--- src/design/slim_pkg.sv ---
package slim_pkg;

  localparam int MaxSegments = 16;
  localparam int XW = 15;
  localparam int YW = 16;
  localparam int SW = 16;
  localparam int CW = 20;
  localparam logic [CW-1:0] CountMax = 20'hFFFFF;

  localparam logic [2:0] OP_ADD = 3'd0;
  localparam logic [2:0] OP_SUB = 3'd1;
  localparam logic [2:0] OP_I2P = 3'd2;
  localparam logic [2:0] OP_P2I = 3'd3;
  localparam logic [2:0] OP_CLR = 3'd4;

  localparam logic [2:0] ST_OK    = 3'd0;
  localparam logic [2:0] ST_EMPTY = 3'd1;
  localparam logic [2:0] ST_TWOD  = 3'd2;
  localparam logic [2:0] ST_FULL  = 3'd3;
  localparam logic [2:0] ST_NONE  = 3'd4;

  typedef struct packed {
    logic [XW-1:0] x;
    logic [YW-1:0] y;
    logic [SW:0]   w;
    logic [SW:0]   h;
  } seg_t;

  function automatic logic [SW:0] seg_len(input seg_t s);
    return (s.w > 17'd1) ? s.w : s.h;
  endfunction

  function automatic logic [CW-1:0] sat_add(input logic [CW-1:0] a, input logic [SW:0] b);
    logic [CW:0] t;
    t = {1'b0, a} + {{(CW-SW-1){1'b0}}, 1'b0, b};
    return t[CW] ? CountMax : t[CW-1:0];
  endfunction

endpackage

--- src/design/segment_list_index_mapper.sv ---
// Segment list index mapper: one result beat per input beat, one beat in flight.
// Sequence from input accept to result valid: add, clear and unknown ops run the
// summary walk; lookups run a search walk, then a summary walk; subtract runs an
// orientation pass, a trim pass with compaction, then a summary walk.
// The next input beat is taken in the cycle after the result beat is accepted.
// Synchronous reset empties the table; memory contents stay undefined.
module segment_list_index_mapper #(
  parameter int MAX_SEGMENTS = slim_pkg::MaxSegments
) (
  input  logic        clk,
  input  logic        rst,
  input  logic        in_valid,
  output logic        in_ready,
  input  logic [2:0]  op,
  input  logic [14:0] x,
  input  logic [15:0] y,
  input  logic [15:0] seg_width,
  input  logic [15:0] seg_height,
  input  logic [19:0] index,
  output logic        out_valid,
  input  logic        out_ready,
  output logic [2:0]  status,
  output logic [14:0] out_x,
  output logic [15:0] out_y,
  output logic [19:0] out_index,
  output logic        horizontal,
  output logic [19:0] cell_count,
  output logic [4:0]  segment_count,
  output logic [14:0] bound_left,
  output logic [15:0] bound_top,
  output logic [14:0] bound_right,
  output logic [15:0] bound_bottom
);
  import slim_pkg::*;

  localparam int AW = (MAX_SEGMENTS > 1) ? $clog2(MAX_SEGMENTS) : 1;
  localparam int NW = $clog2(MAX_SEGMENTS + 1);

  // Sequencer codes
  localparam logic [2:0] S_IDLE = 3'd0;
  localparam logic [2:0] S_LOOK = 3'd1;  // query / subtract search walk
  localparam logic [2:0] S_SUM  = 3'd2;  // summary walk (orientation, count, box)
  localparam logic [2:0] S_SHFT = 3'd3;  // move entries up after a removal
  localparam logic [2:0] S_DONE = 3'd4;

  logic [2:0]    state;
  logic [2:0]    cop;
  logic [XW-1:0] qx;
  logic [YW-1:0] qy;
  logic [CW-1:0] qidx;
  logic [NW-1:0] used;
  logic [NW-1:0] ptr;       // entry presented on the memory read this cycle
  logic          rd_live;   // rdata holds entry ptr-1
  logic [AW-1:0] rd_at;
  logic          found;
  logic [2:0]    st;

  // summary accumulators
  logic          hz_known, hz, hz_seen;
  logic [CW-1:0] sum_w, sum_h, acc;
  logic          bx_v;
  logic [XW-1:0] bl, br;
  logic [YW-1:0] bt, bb;

  logic          we;
  logic [AW-1:0] waddr, raddr;
  seg_t          wdata, rdata;

  slim_seg_mem #(.Depth(MAX_SEGMENTS), .AW(AW)) u_mem (
    .clk(clk), .we(we), .waddr(waddr), .wdata(wdata), .raddr(raddr), .rdata(rdata)
  );

  assign in_ready = (state == S_IDLE) && !out_valid;

  // segment geometry of the entry on rdata
  logic [XW:0] r_end;
  logic [YW:0] b_end;
  logic        holds;
  logic [SW:0] rlen;
  logic [CW:0] acc_len;
  assign r_end   = {1'b0, rdata.x} + rdata.w[XW:0] - 1'b1;
  assign b_end   = {1'b0, rdata.y} + rdata.h[YW:0] - 1'b1;
  assign holds   = (qx >= rdata.x) && ({1'b0, qx} <= r_end)
                && (qy >= rdata.y) && ({1'b0, qy} <= b_end);
  assign rlen    = seg_len(rdata);
  assign acc_len = {1'b0, acc} + {{(CW-SW){1'b0}}, rlen};

  // add clipping
  logic [SW:0] cw, ch, xroom, yroom;
  assign xroom = 17'd32768 - {2'b0, x};
  assign yroom = 17'd65536 - {1'b0, y};
  assign cw = ({1'b0, seg_width}  > xroom) ? xroom : {1'b0, seg_width};
  assign ch = ({1'b0, seg_height} > yroom) ? yroom : {1'b0, seg_height};

  // trimmed entry for subtract
  seg_t trim;
  always_comb begin
    trim = rdata;
    if (hz) begin
      if (rdata.x == qx) begin
        trim.x = rdata.x + 1'b1;
        trim.w = rdata.w - 1'b1;
      end else if (r_end[XW-1:0] == qx && !r_end[XW]) begin
        trim.w = rdata.w - 1'b1;
      end
    end else begin
      if (rdata.y == qy) begin
        trim.y = rdata.y + 1'b1;
        trim.h = rdata.h - 1'b1;
      end else if (b_end[YW-1:0] == qy && !b_end[YW]) begin
        trim.h = rdata.h - 1'b1;
      end
    end
  end

  always_comb begin
    raddr = ptr[AW-1:0];
    we = 1'b0;
    waddr = rd_at;
    wdata = trim;
    if (state == S_IDLE && in_valid && in_ready && op == OP_ADD) begin
      we = (seg_width != '0) && (seg_height != '0)
        && !(seg_width > 16'd1 && seg_height > 16'd1) && (used < NW'(MAX_SEGMENTS));
      waddr = used[AW-1:0];
      wdata = '{x: x, y: y, w: cw, h: ch};
    end else if (state == S_LOOK && rd_live && cop == OP_SUB && hz_known && holds
                 && !found) begin
      we = (trim.w != '0) && (trim.h != '0);
    end else if (state == S_SHFT && rd_live) begin
      we = 1'b1;
      waddr = rd_at - 1'b1;
      wdata = rdata;
    end
  end

  // orientation of the first entry that decides it, used by subtract
  logic hz_next;
  assign hz_next = hz_known ? hz : (rdata.w > 17'd1);

  always_ff @(posedge clk) begin
    if (rst) begin
      state <= S_IDLE;
      out_valid <= 1'b0;
      used <= '0;
      ptr <= '0;
      rd_live <= 1'b0;
    end else begin
      if (out_valid && out_ready) begin
        out_valid <= 1'b0;
      end
      unique case (state)
        S_IDLE: begin
          if (in_valid && in_ready) begin
            cop <= op; qx <= x; qy <= y; qidx <= index;
            found <= 1'b0; acc <= '0;
            out_x <= '0; out_y <= '0; out_index <= '0;
            hz_known <= 1'b0; hz <= 1'b0;
            ptr <= '0; rd_live <= 1'b0;
            if (op == OP_SUB || op == OP_I2P || op == OP_P2I) begin
              st <= ST_NONE;
              state <= S_LOOK;
            end else begin
              state <= S_SUM;
              if (op == OP_ADD && (seg_width == '0 || seg_height == '0)) st <= ST_EMPTY;
              else if (op == OP_ADD && seg_width > 16'd1 && seg_height > 16'd1) st <= ST_TWOD;
              else if (op == OP_ADD && used >= NW'(MAX_SEGMENTS)) st <= ST_FULL;
              else begin
                st <= ST_OK;
                if (op == OP_ADD) used <= used + 1'b1;
                else if (op == OP_CLR) used <= '0;
              end
            end
          end
        end
        S_LOOK: begin
          // walk: issue read ptr, examine entry ptr-1
          if (rd_live && !found) begin
            if (cop == OP_I2P) begin
              if (acc_len > {1'b0, qidx}) begin
                found <= 1'b1; st <= ST_OK;
                if (rdata.w > 17'd1) begin
                  out_x <= rdata.x + XW'(qidx - acc);
                  out_y <= rdata.y;
                end else begin
                  out_x <= rdata.x;
                  out_y <= rdata.y + YW'(qidx - acc);
                end
              end else begin
                acc <= acc_len[CW] ? CountMax : acc_len[CW-1:0];
              end
            end else if (cop == OP_P2I) begin
              if (holds) begin
                found <= 1'b1; st <= ST_OK;
                out_index <= sat_add(acc, (rdata.w > 17'd1) ? 17'(qx - rdata.x)
                                                            : 17'(qy - rdata.y));
              end else begin
                acc <= acc_len[CW] ? CountMax : acc_len[CW-1:0];
              end
            end else begin
              // subtract: orientation is settled by a pre-pass (hz_known)
              if (!hz_known) begin
                if (rdata.w > 17'd1 || rdata.h > 17'd1) hz_known <= 1'b1;
                hz <= hz_next;
              end else if (holds) begin
                found <= 1'b1; st <= ST_OK;
                if (trim.w == '0 || trim.h == '0) begin
                  used <= used - 1'b1;
                  state <= S_SHFT;
                end
              end
            end
          end
          if (state == S_LOOK) begin
            if (cop == OP_SUB && !hz_known && rd_live
                && (rdata.w > 17'd1 || rdata.h > 17'd1)) begin
              ptr <= '0; rd_live <= 1'b0;         // restart for the trim pass
            end else if ((rd_live && !found && ptr == used)
                      || (found && rd_live) || (used == '0)) begin
              if (cop == OP_SUB && !hz_known && !found && used != '0) begin
                hz_known <= 1'b1; ptr <= '0; rd_live <= 1'b0;
              end else if (!(cop == OP_SUB && holds && hz_known
                             && (trim.w == '0 || trim.h == '0) && !found)) begin
                state <= S_SUM; ptr <= '0; rd_live <= 1'b0;
              end else begin
                ptr <= ptr + 1'b1; rd_live <= 1'b1; rd_at <= ptr[AW-1:0];
              end
            end else if (!found) begin
              rd_live <= (ptr != used);
              rd_at <= ptr[AW-1:0];
              if (ptr != used) ptr <= ptr + 1'b1;
            end
          end
        end
        S_SHFT: begin
          // move entries at and after ptr up one place
          if (ptr > used) begin
            state <= S_SUM; ptr <= '0; rd_live <= 1'b0;
          end else begin
            rd_live <= 1'b1;
            rd_at <= ptr[AW-1:0];
            ptr <= ptr + 1'b1;
          end
        end
        S_SUM: begin
          if (!rd_live && ptr == '0) begin
            hz_seen <= 1'b0; hz <= 1'b0;
            sum_w <= '0; sum_h <= '0; bx_v <= 1'b0;
            bl <= '0; bt <= '0; br <= '0; bb <= '0;
          end
          if (rd_live) begin
            if (!hz_seen) begin
              if (rdata.w > 17'd1) begin hz_seen <= 1'b1; hz <= 1'b1; end
              else if (rdata.h > 17'd1) begin hz_seen <= 1'b1; hz <= 1'b0; end
            end
            sum_w <= sat_add(sum_w, rdata.w);
            sum_h <= sat_add(sum_h, rdata.h);
            bx_v <= 1'b1;
            if (!bx_v || rdata.x < bl) bl <= rdata.x;
            if (!bx_v || rdata.y < bt) bt <= rdata.y;
            if (!bx_v || r_end[XW-1:0] > br) br <= r_end[XW-1:0];
            if (!bx_v || b_end[YW-1:0] > bb) bb <= b_end[YW-1:0];
          end
          if (ptr == used && (rd_live || used == '0 || ptr == '0 && rd_live)) begin
            state <= S_DONE; rd_live <= 1'b0;
          end else if (ptr == used) begin
            state <= S_DONE; rd_live <= 1'b0;
          end else begin
            rd_live <= 1'b1; rd_at <= ptr[AW-1:0]; ptr <= ptr + 1'b1;
          end
        end
        S_DONE: begin
          status <= st;
          horizontal <= hz;
          cell_count <= hz ? sum_w : sum_h;
          segment_count <= 5'(used);
          bound_left <= bl; bound_top <= bt; bound_right <= br; bound_bottom <= bb;
          out_valid <= 1'b1;
          state <= S_IDLE;
        end
        default: state <= S_IDLE;
      endcase
    end
  end
endmodule

--- src/design/slim_seg_mem.sv ---
module slim_seg_mem #(
  parameter int Depth = slim_pkg::MaxSegments,
  parameter int AW = 4
) (
  input  logic            clk,
  input  logic            we,
  input  logic [AW-1:0]   waddr,
  input  slim_pkg::seg_t  wdata,
  input  logic [AW-1:0]   raddr,
  output slim_pkg::seg_t  rdata
);
  import slim_pkg::*;

  seg_t mem [Depth];

  always_ff @(posedge clk) begin
    if (we) begin
      mem[waddr] <= wdata;
    end
    rdata <= mem[raddr];
  end
endmodule
--- config.mk ---
export PLATFORM = sky130hd
export DESIGN_NAME = segment_list_index_mapper
export DESIGN_NICKNAME = d
export VERILOG_FILES = /design/src/design/slim_pkg.sv /design/src/design/segment_list_index_mapper.sv /design/src/design/slim_seg_mem.sv
export SDC_FILE = /design/constraint.sdc
export NUM_CORES = 2
export LEC_CHECK = 0
export ABC_AREA = 1
export BUFFER_PORTS_ARGS = -buffer_cell sky130_fd_sc_hd__buf_2
export CELL_PAD_IN_SITES_DETAIL_PLACEMENT = 0
export CELL_PAD_IN_SITES_GLOBAL_PLACEMENT = 1
export CORE_UTILIZATION = 54
export CTS_CLUSTER_DIAMETER = 100
export DETAILED_ROUTE_END_ITERATION = 7
export GPL_TIMING_DRIVEN = 0
export PLACE_DENSITY = 0.87
export SETUP_SLACK_MARGIN = 0.5
export SLEW_MARGIN = 20
export SYNTH_ARGS = -nofsm -noshare
export SYNTH_HDL_FRONTEND = slang
export SYNTH_SLANG_ARGS = --single-unit
--- constraint.sdc ---
create_clock -name clk -period 18.83 [get_ports clk]
set_clock_uncertainty 0.2 [all_clocks]
set_input_delay 0.9415 -clock clk [delete_from_list [all_inputs] [get_ports clk]]
set_output_delay 0.9415 -clock clk [all_outputs]
set_load 0.03 [all_outputs]
== Yosys cells after proc, flatten, opt, wreduce, memory -nomap -nowiden ==
Memory sizes are Yosys's and may differ from the RTL's. A register that Yosys moved wholly into a read port is not among the register bits.
Index checks and enable logic that the tools add are counted.
Operators by class
  add/subtract/negate cells: 23
  multiply operators: 0
  divide/modulo/power cells: 0
  magnitude comparators: 18
  equal/unequal tests: 49
  shift-type cells: 0
  multiplexer cells: 175
  bitwise gates (word level): 1
  reduce and logical (&&, ||, !) cells: 96
Operators with widths (count)
  $mux W20: 18
  $mux W16: 13
  $mux W15: 13
  $mux W65: 3
  $mux W17: 10
  $mux W5: 23
  $add A20 B17 Y21: 4
  $pmux W20 S2: 2
  $mux W3: 22
  $sub A17 B1 Y17 const B: 3
  $mux W1: 45
  $mux W4: 11
  $logic_and A1 B1 Y1: 41
  $ne A2 B2 Y1 const B: 18
  $gt A16 B17 Y1: 2
  $gt A17 B1 Y1 const B: 2
  $logic_not A17 Y1: 2
  $reduce_bool A17 Y1: 2
  $eq A16 B16 Y1: 2
  $gt A16 B1 Y1 const B: 2
  $logic_not A16 Y1: 2
  $pmux W16 S2: 1
  $reduce_bool A16 Y1: 2
  $eq A15 B15 Y1: 2
  64 further kinds: 117
Word-level totals
  bits in registers: 345
  latch bits: 0
  memory bits (writable): 1040
  ROM bits: 0
  input bits: 90
  word-level logic and storage cells: 397
  memories kept: 1
Memories
  u_mem.mem: depth 16, bits a word 65, rd ports 1, clocked after Yosys merged registers in 1, wr ports 1, line slim_seg_mem.sv:14  | seg_t mem [Depth];

== Longest topological paths before layout ==
  word-level depth: 20
  mapped depth: 39
  gate-level depth less buffers: 39

== Modules after synthesis ==
From an unflattened synthesis, not the netlist that was laid out.
Second synthesis, totals
  cells, all modules: 7968
  area total of the unflattened synthesis: 75037.0 µm²
By module, submodules not included
  slim_seg_mem: times used 1, cells an instance 4276, area each 45932.8 µm², sequential area each 32531.2 µm²
  segment_list_index_mapper: times used 1, cells an instance 3692, area each 29104.2 µm², sequential area each 10209.8 µm²

== Worst setup path before layout ==
No wires, ideal clock.
  path kind: register to register
  from: register u_mem.rdata[35] (netlist name)
  to: memory u_mem.mem[13][0] in the netlist's numbering (enable)
  arrival time: 7.179 ns
  setup slack: 10.963 ns
  cell stages (with the launch flop): 37
  buffers on the path: 0
  period minus slack after synthesis: 7.867 ns
  cells stage by stage: dfxtp_1 inv_1 ha_1 inv_1 ha_1 fa_1 nand3_1 nand2_1 a21oi_1 o21bai_1 a21oi_1 o21bai_1 nand2_1 nand2_1 a21oi_1 o21bai_1 a21oi_1 xor2_1 ha_1 nand2_1 nor2_1 nand3_1 nor2_1 nand3_1 nand2_1 nand3_1 xor2_1 inv_1 nand2_1 nor2_1 nand2_1 nand2_2 inv_2 nand4_1 nand3_2 nand3_1 nor2_1
On the way
  cells in the longest elaborated chain, start to end: 13
  elaborated cells between the ends (all ways): 23
  those cells by class: add/sub: 2; order compare: 2; eq/ne: 2; mux: 9; reduce/logical: 8
Ends and longest elaborated chain
  $add A16 B17 Y17: line segment_list_index_mapper.sv:82  | assign b_end = {1'b0, rdata.y} + rdata.h[YW:0] - 1'b1;
  $sub A17 B1 Y17: line segment_list_index_mapper.sv:82
  $eq A16 B16 Y1 or $logic_not A1 Y1 (tied branches): line segment_list_index_mapper.sv:110  | end else if (b_end[YW-1:0] == qy && !b_end[YW]) begin
  $logic_and A1 B1 Y1: line segment_list_index_mapper.sv:110
  $mux W17: line segment_list_index_mapper.sv:110
  $mux W17: line segment_list_index_mapper.sv:107  | if (rdata.y == qy) begin
  $mux W17: line segment_list_index_mapper.sv:99  | if (hz) begin
  $reduce_bool A17 Y1: line segment_list_index_mapper.sv:128  | we = (trim.w != '0) && (trim.h != '0);
  $logic_and A1 B1 Y1: line segment_list_index_mapper.sv:128
  $mux W1: line segment_list_index_mapper.sv:126  | end else if (state == S_LOOK && rd_live && cop == OP_SUB && hz_known && holds
  $mux W1: line segment_list_index_mapper.sv:121  | if (state == S_IDLE && in_valid && in_ready && op == OP_ADD) begin
  $mux W1: line slim_seg_mem.sv:17  | if (we) begin
  $mux W1 (implied by the code): line slim_seg_mem.sv:18  | mem[waddr] <= wdata;
  to (decl): line slim_seg_mem.sv:14
Parallel ways exist; a longest one is shown, timed or not.

== Worst setup path in the final report ==
  from: register u_mem.rdata[35] (netlist name)
  to: memory u_mem.mem[9][10] in the netlist's numbering (enable)
On the way
  cells in the longest elaborated chain, start to end: 13
  elaborated cells between the ends (all ways): 23
  those cells by class: add/sub: 2; order compare: 2; eq/ne: 2; mux: 9; reduce/logical: 8
Ends and longest elaborated chain (line)
  $add A16 B17 Y17: segment_list_index_mapper.sv:82
  $sub A17 B1 Y17: segment_list_index_mapper.sv:82
  $eq A16 B16 Y1 or $logic_not A1 Y1 (tied branches): segment_list_index_mapper.sv:110
  $logic_and A1 B1 Y1: segment_list_index_mapper.sv:110
  $mux W17: segment_list_index_mapper.sv:110
  $mux W17: segment_list_index_mapper.sv:107
  $mux W17: segment_list_index_mapper.sv:99
  $reduce_bool A17 Y1: segment_list_index_mapper.sv:128
  $logic_and A1 B1 Y1: segment_list_index_mapper.sv:128
  $mux W1: segment_list_index_mapper.sv:126
  $mux W1: segment_list_index_mapper.sv:121
  $mux W1: slim_seg_mem.sv:17
  $mux W1 (implied by the code): slim_seg_mem.sv:18
Parallel ways exist; a longest one is shown, timed or not.

==> metrics.cfg <==
[clock_network]
worst_skew_pair.late_latency_ns=0.81
htree_levels=4
cts_made_buffers=149
hold_buffers=0
postCtsSetupBuffers=0
clock_path_buffers=3
cts_sinks=1450
cts_tree=yes
clk_pin_slew_ns=0.06
post_cts_resize_count=0
clock-root-buffer=clkbuf_16

[power]
ir_drop_mv=0.101
p_total_w=0.00954
power_density_nw_per_um2=118
leakagePower_nw=30.4

[layout]
regArea_sq_um=42700
area_growth_pct=14.3
fin_cells=8905
nNetsFinal=7501
nFillCells=10474
drive_above_1_share_pct=9.58
multi_input_area_sq_um=24500

[timing]
relSlewSlack_pct=15.1
setup_viol=0
finalSetupTns_ns=0
max_freq_mhz=122
slew_viol_final=0
hold_viol_final=0
period_share_pct=43.4
final.min_clock_period_ns=8.17
worst_slew_pin_slew_ns=1.27
rsz0062_at_grt=no

[synth]
ys_seq_area_share_pct=60.6
synthesis.area_sq_um=70500
ys_ff_latch=1450
synthDistinctLibCells=57
synthArstFlopShare_pct=0
synthCells=6570
synth_edf_count=1370
mappedNetlistNets=7035
synth_ff_type=edfxtp_1
syn_avg_cell_area_sq_um=10.7
yosys_warnings=0

[setup_path]
critical_path_required_ns=19.12
crit_type=reg2reg
path_common_cell=nand2_1
cp_max_fo=18
worst_setup_path_end_kind=register
max_stage_delay_ns=0.61
slowest_stage=nor2_4
arrival_ns=8.46
startpoint_type=register

[detailed_routing]
wl_per_cell_microns=28.7
firstDrtPassIters=6
route.met3.wl_mm=31.2
drc=0
met2WireLength_mm=113
postRouteAntennaNets=0
via_count=55828
top_layer=met5
wl_met1_mm=95.7
vias_per_cell=6.27
drtIter0Drc=7882
routed_wl_mm=255

[run_status]
outcome=finished, final reports clean

[global_routing]
grt_max_degree=53
grt.overflow.total=0
grt_pass1_wl_mm=358
grtUsageTotal_pct=38.1
grt_antenna_before_repair=11
grt_pass1_vias=52004

[floorplanning]
die_h_microns=363
row_count=132
dieArea_sq_um=132000
start_util_pct=54.4
core_area_sq_um=129000
ioPinCount=234
die_x_microns=363

[placed_design]
dp_cells=8627
gp_congestion=1.03
hpwl_mm=187
port_buffers=232

[worst_hold_path]
hp-class=in2reg

[job]
drv_cap=0

==> path summary, 6_finish.rpt <==
path	slack, ns	cells past startpoint	to	startpoint
setup / recovery	10.66	39	u_mem.mem[9][10]	u_mem.rdata[35]
hold / removal	0.12	1	qidx[7]	index[7]
setup reg to reg	10.66	39	u_mem.mem[9][10]	u_mem.rdata[35]
hold reg to reg	0.22	0	status[1]	st[1]
==> logic make-up (layout without fill, tap and decap cells) <==
group | Yosys count | in the layout | share of synthesized area [%]
and+or+nand+nor | 1984 | 1984 | 11.7
AOI/OAI and AO/OA | 1666 | 1666 | 13.7
DFF | 1450 | 1450 | 60.6
buffers and inverters | 920 | 1508 | 4.96
adders and majority gates | 375 | 375 | 6.77
xor gates and xnor gates | 172 | 172 | 2.14
muxes | 3 | 3 | 0.0426
other | 0 | 5 | 0
==> report_power, final <==
| part | switching, W | internal, W | leakage [nW] |
|---|---|---|---|
| logic | 0.00181 | 0.000798 | 15.0 |
| clock network | 0.00132 | 0.00168 | 2.39 |
| registers | 0.000131 | 0.00380 | 13.1 |
| total | 0.00326 | 0.00628 | 30.4 |
==> area by class of cell <==
class	count	share of cell area (%)
tap	1742	2.70
sequential	1450	53.0
clock inverter	87	1.15
antenna	5	0.0155
inverter	617	2.94
buffer	303	1.47
timing repair buffer	315	3.27
multi-input combinational	4200	30.5
clock buffer	186	4.97
==> stage by stage <==
stage	util (%)	setup WS, ns	hold WS [ns]	area (sq um)
6_report	62.3	10.66	0.123	80600
5_1_grt	62.2	10.16	0.0959	80600
4_1_cts	62.2	10.81	0.0846	80600
3_5_place_dp	58.4	10.85	0.206	75600
3_3_place_gp	57.0	5.89	0.205	73800
2_1_floorplan	-	10.96	0.200	70500
==> worst max-delay path, delay by kind of cell (launching register included) <==
family	cells	cell delay [ns]
simple gates	19	2.96
flops	1	0.59
buf+inv	7	1.27
xor+xnor	2	0.54
fa+ha+maj	4	1.26
compound gates	7	0.94
==> layer usage <==
layer  GRT usage, %  up-vias
met5              0        -
met4           20.2        4
met3           8.80      725
met2           58.4     3858
met1           50.4    26666
li1               -    24575
==> sequential cells by signal, summed over array words and instances (netlist names), 20 cells and up <==
register and flops:
sum_w 20, u_mem.rdata 65, acc 20, qidx 20, sum_h 20, out_index 20, cell_count 20, u_mem.mem 1040
==> Yosys cell counts, types with 3 or more instances <==
library cell / number / share of area [%]
edfxtp_1: 1370 / 58
o21ai_0: 805 / 5.7
nor2_1: 788 / 4.2
nand2_1: 730 / 3.9
inv_1: 607 / 3.2
a21oi_1: 377 / 2.7
ha_1: 364 / 6.5
nand3_1: 283 / 2.0
clkbuf_1: 276 / 1.5
o221ai_1: 194 / 2.4
xor2_1: 121 / 1.5
o22ai_1: 88 / 0.78
o211ai_1: 83 / 0.88
dfxtp_1: 80 / 2.3
xnor2_1: 51 / 0.63
nand4_1: 48 / 0.43
nor3_1: 48 / 0.34
a31oi_1: 28 / 0.25
nor4_1: 20 / 0.18
or2_2: 20 / 0.18
o21bai_1: 18 / 0.19
buf_1: 15 / 0.080
nand2_2: 13 / 0.12
fa_1: 11 / 0.31
a211oi_1: 10 / 0.11
o21ai_1: 10 / 0.071
a21o_1: 8 / 0.085
buf_2: 7 / 0.050
nand3_2: 7 / 0.099
nand3b_1: 7 / 0.075
a221oi_1: 6 / 0.075
inv_2: 6 / 0.032
nor3_2: 6 / 0.085
a21boi_1: 5 / 0.053
nor2_2: 5 / 0.044
o21a_1: 5 / 0.053
o31ai_1: 5 / 0.053
a21boi_0: 4 / 0.043
buf_6: 4 / 0.064
o221a_2: 4 / 0.064
o32ai_1: 4 / 0.050
a211oi_2: 3 / 0.053
and2_1: 3 / 0.027
clkinv_1: 3 / 0.016
mux2i_1: 3 / 0.043
==> cell usage in the layout, fill, tap and decap left out, types with 15 or more instances in the layout <==
cell	n
nand2_1	730
o21ai_0	776
inv_1	596
o21ai_2	23
or2_2	20
buf_1	15
o221ai_1	194
clkbuf_16	154
buf_6	28
xnor2_1	51
o22ai_1	85
ha_1	364
o21bai_1	18
a21oi_2	23
dfxtp_1	80
clkinv_2	20
clkbuf_1	301
nor2_1	773
o211ai_1	83
buf_16	27
a21oi_1	353
buf_2	239
nand4_1	48
o21ai_1	17
nand3_1	283
a31oi_1	28
nor4_1	20
edfxtp_1	1370
clkinv_1	38
nor3_1	47
xor2_1	121
Power figures use the tool's default switching activity.
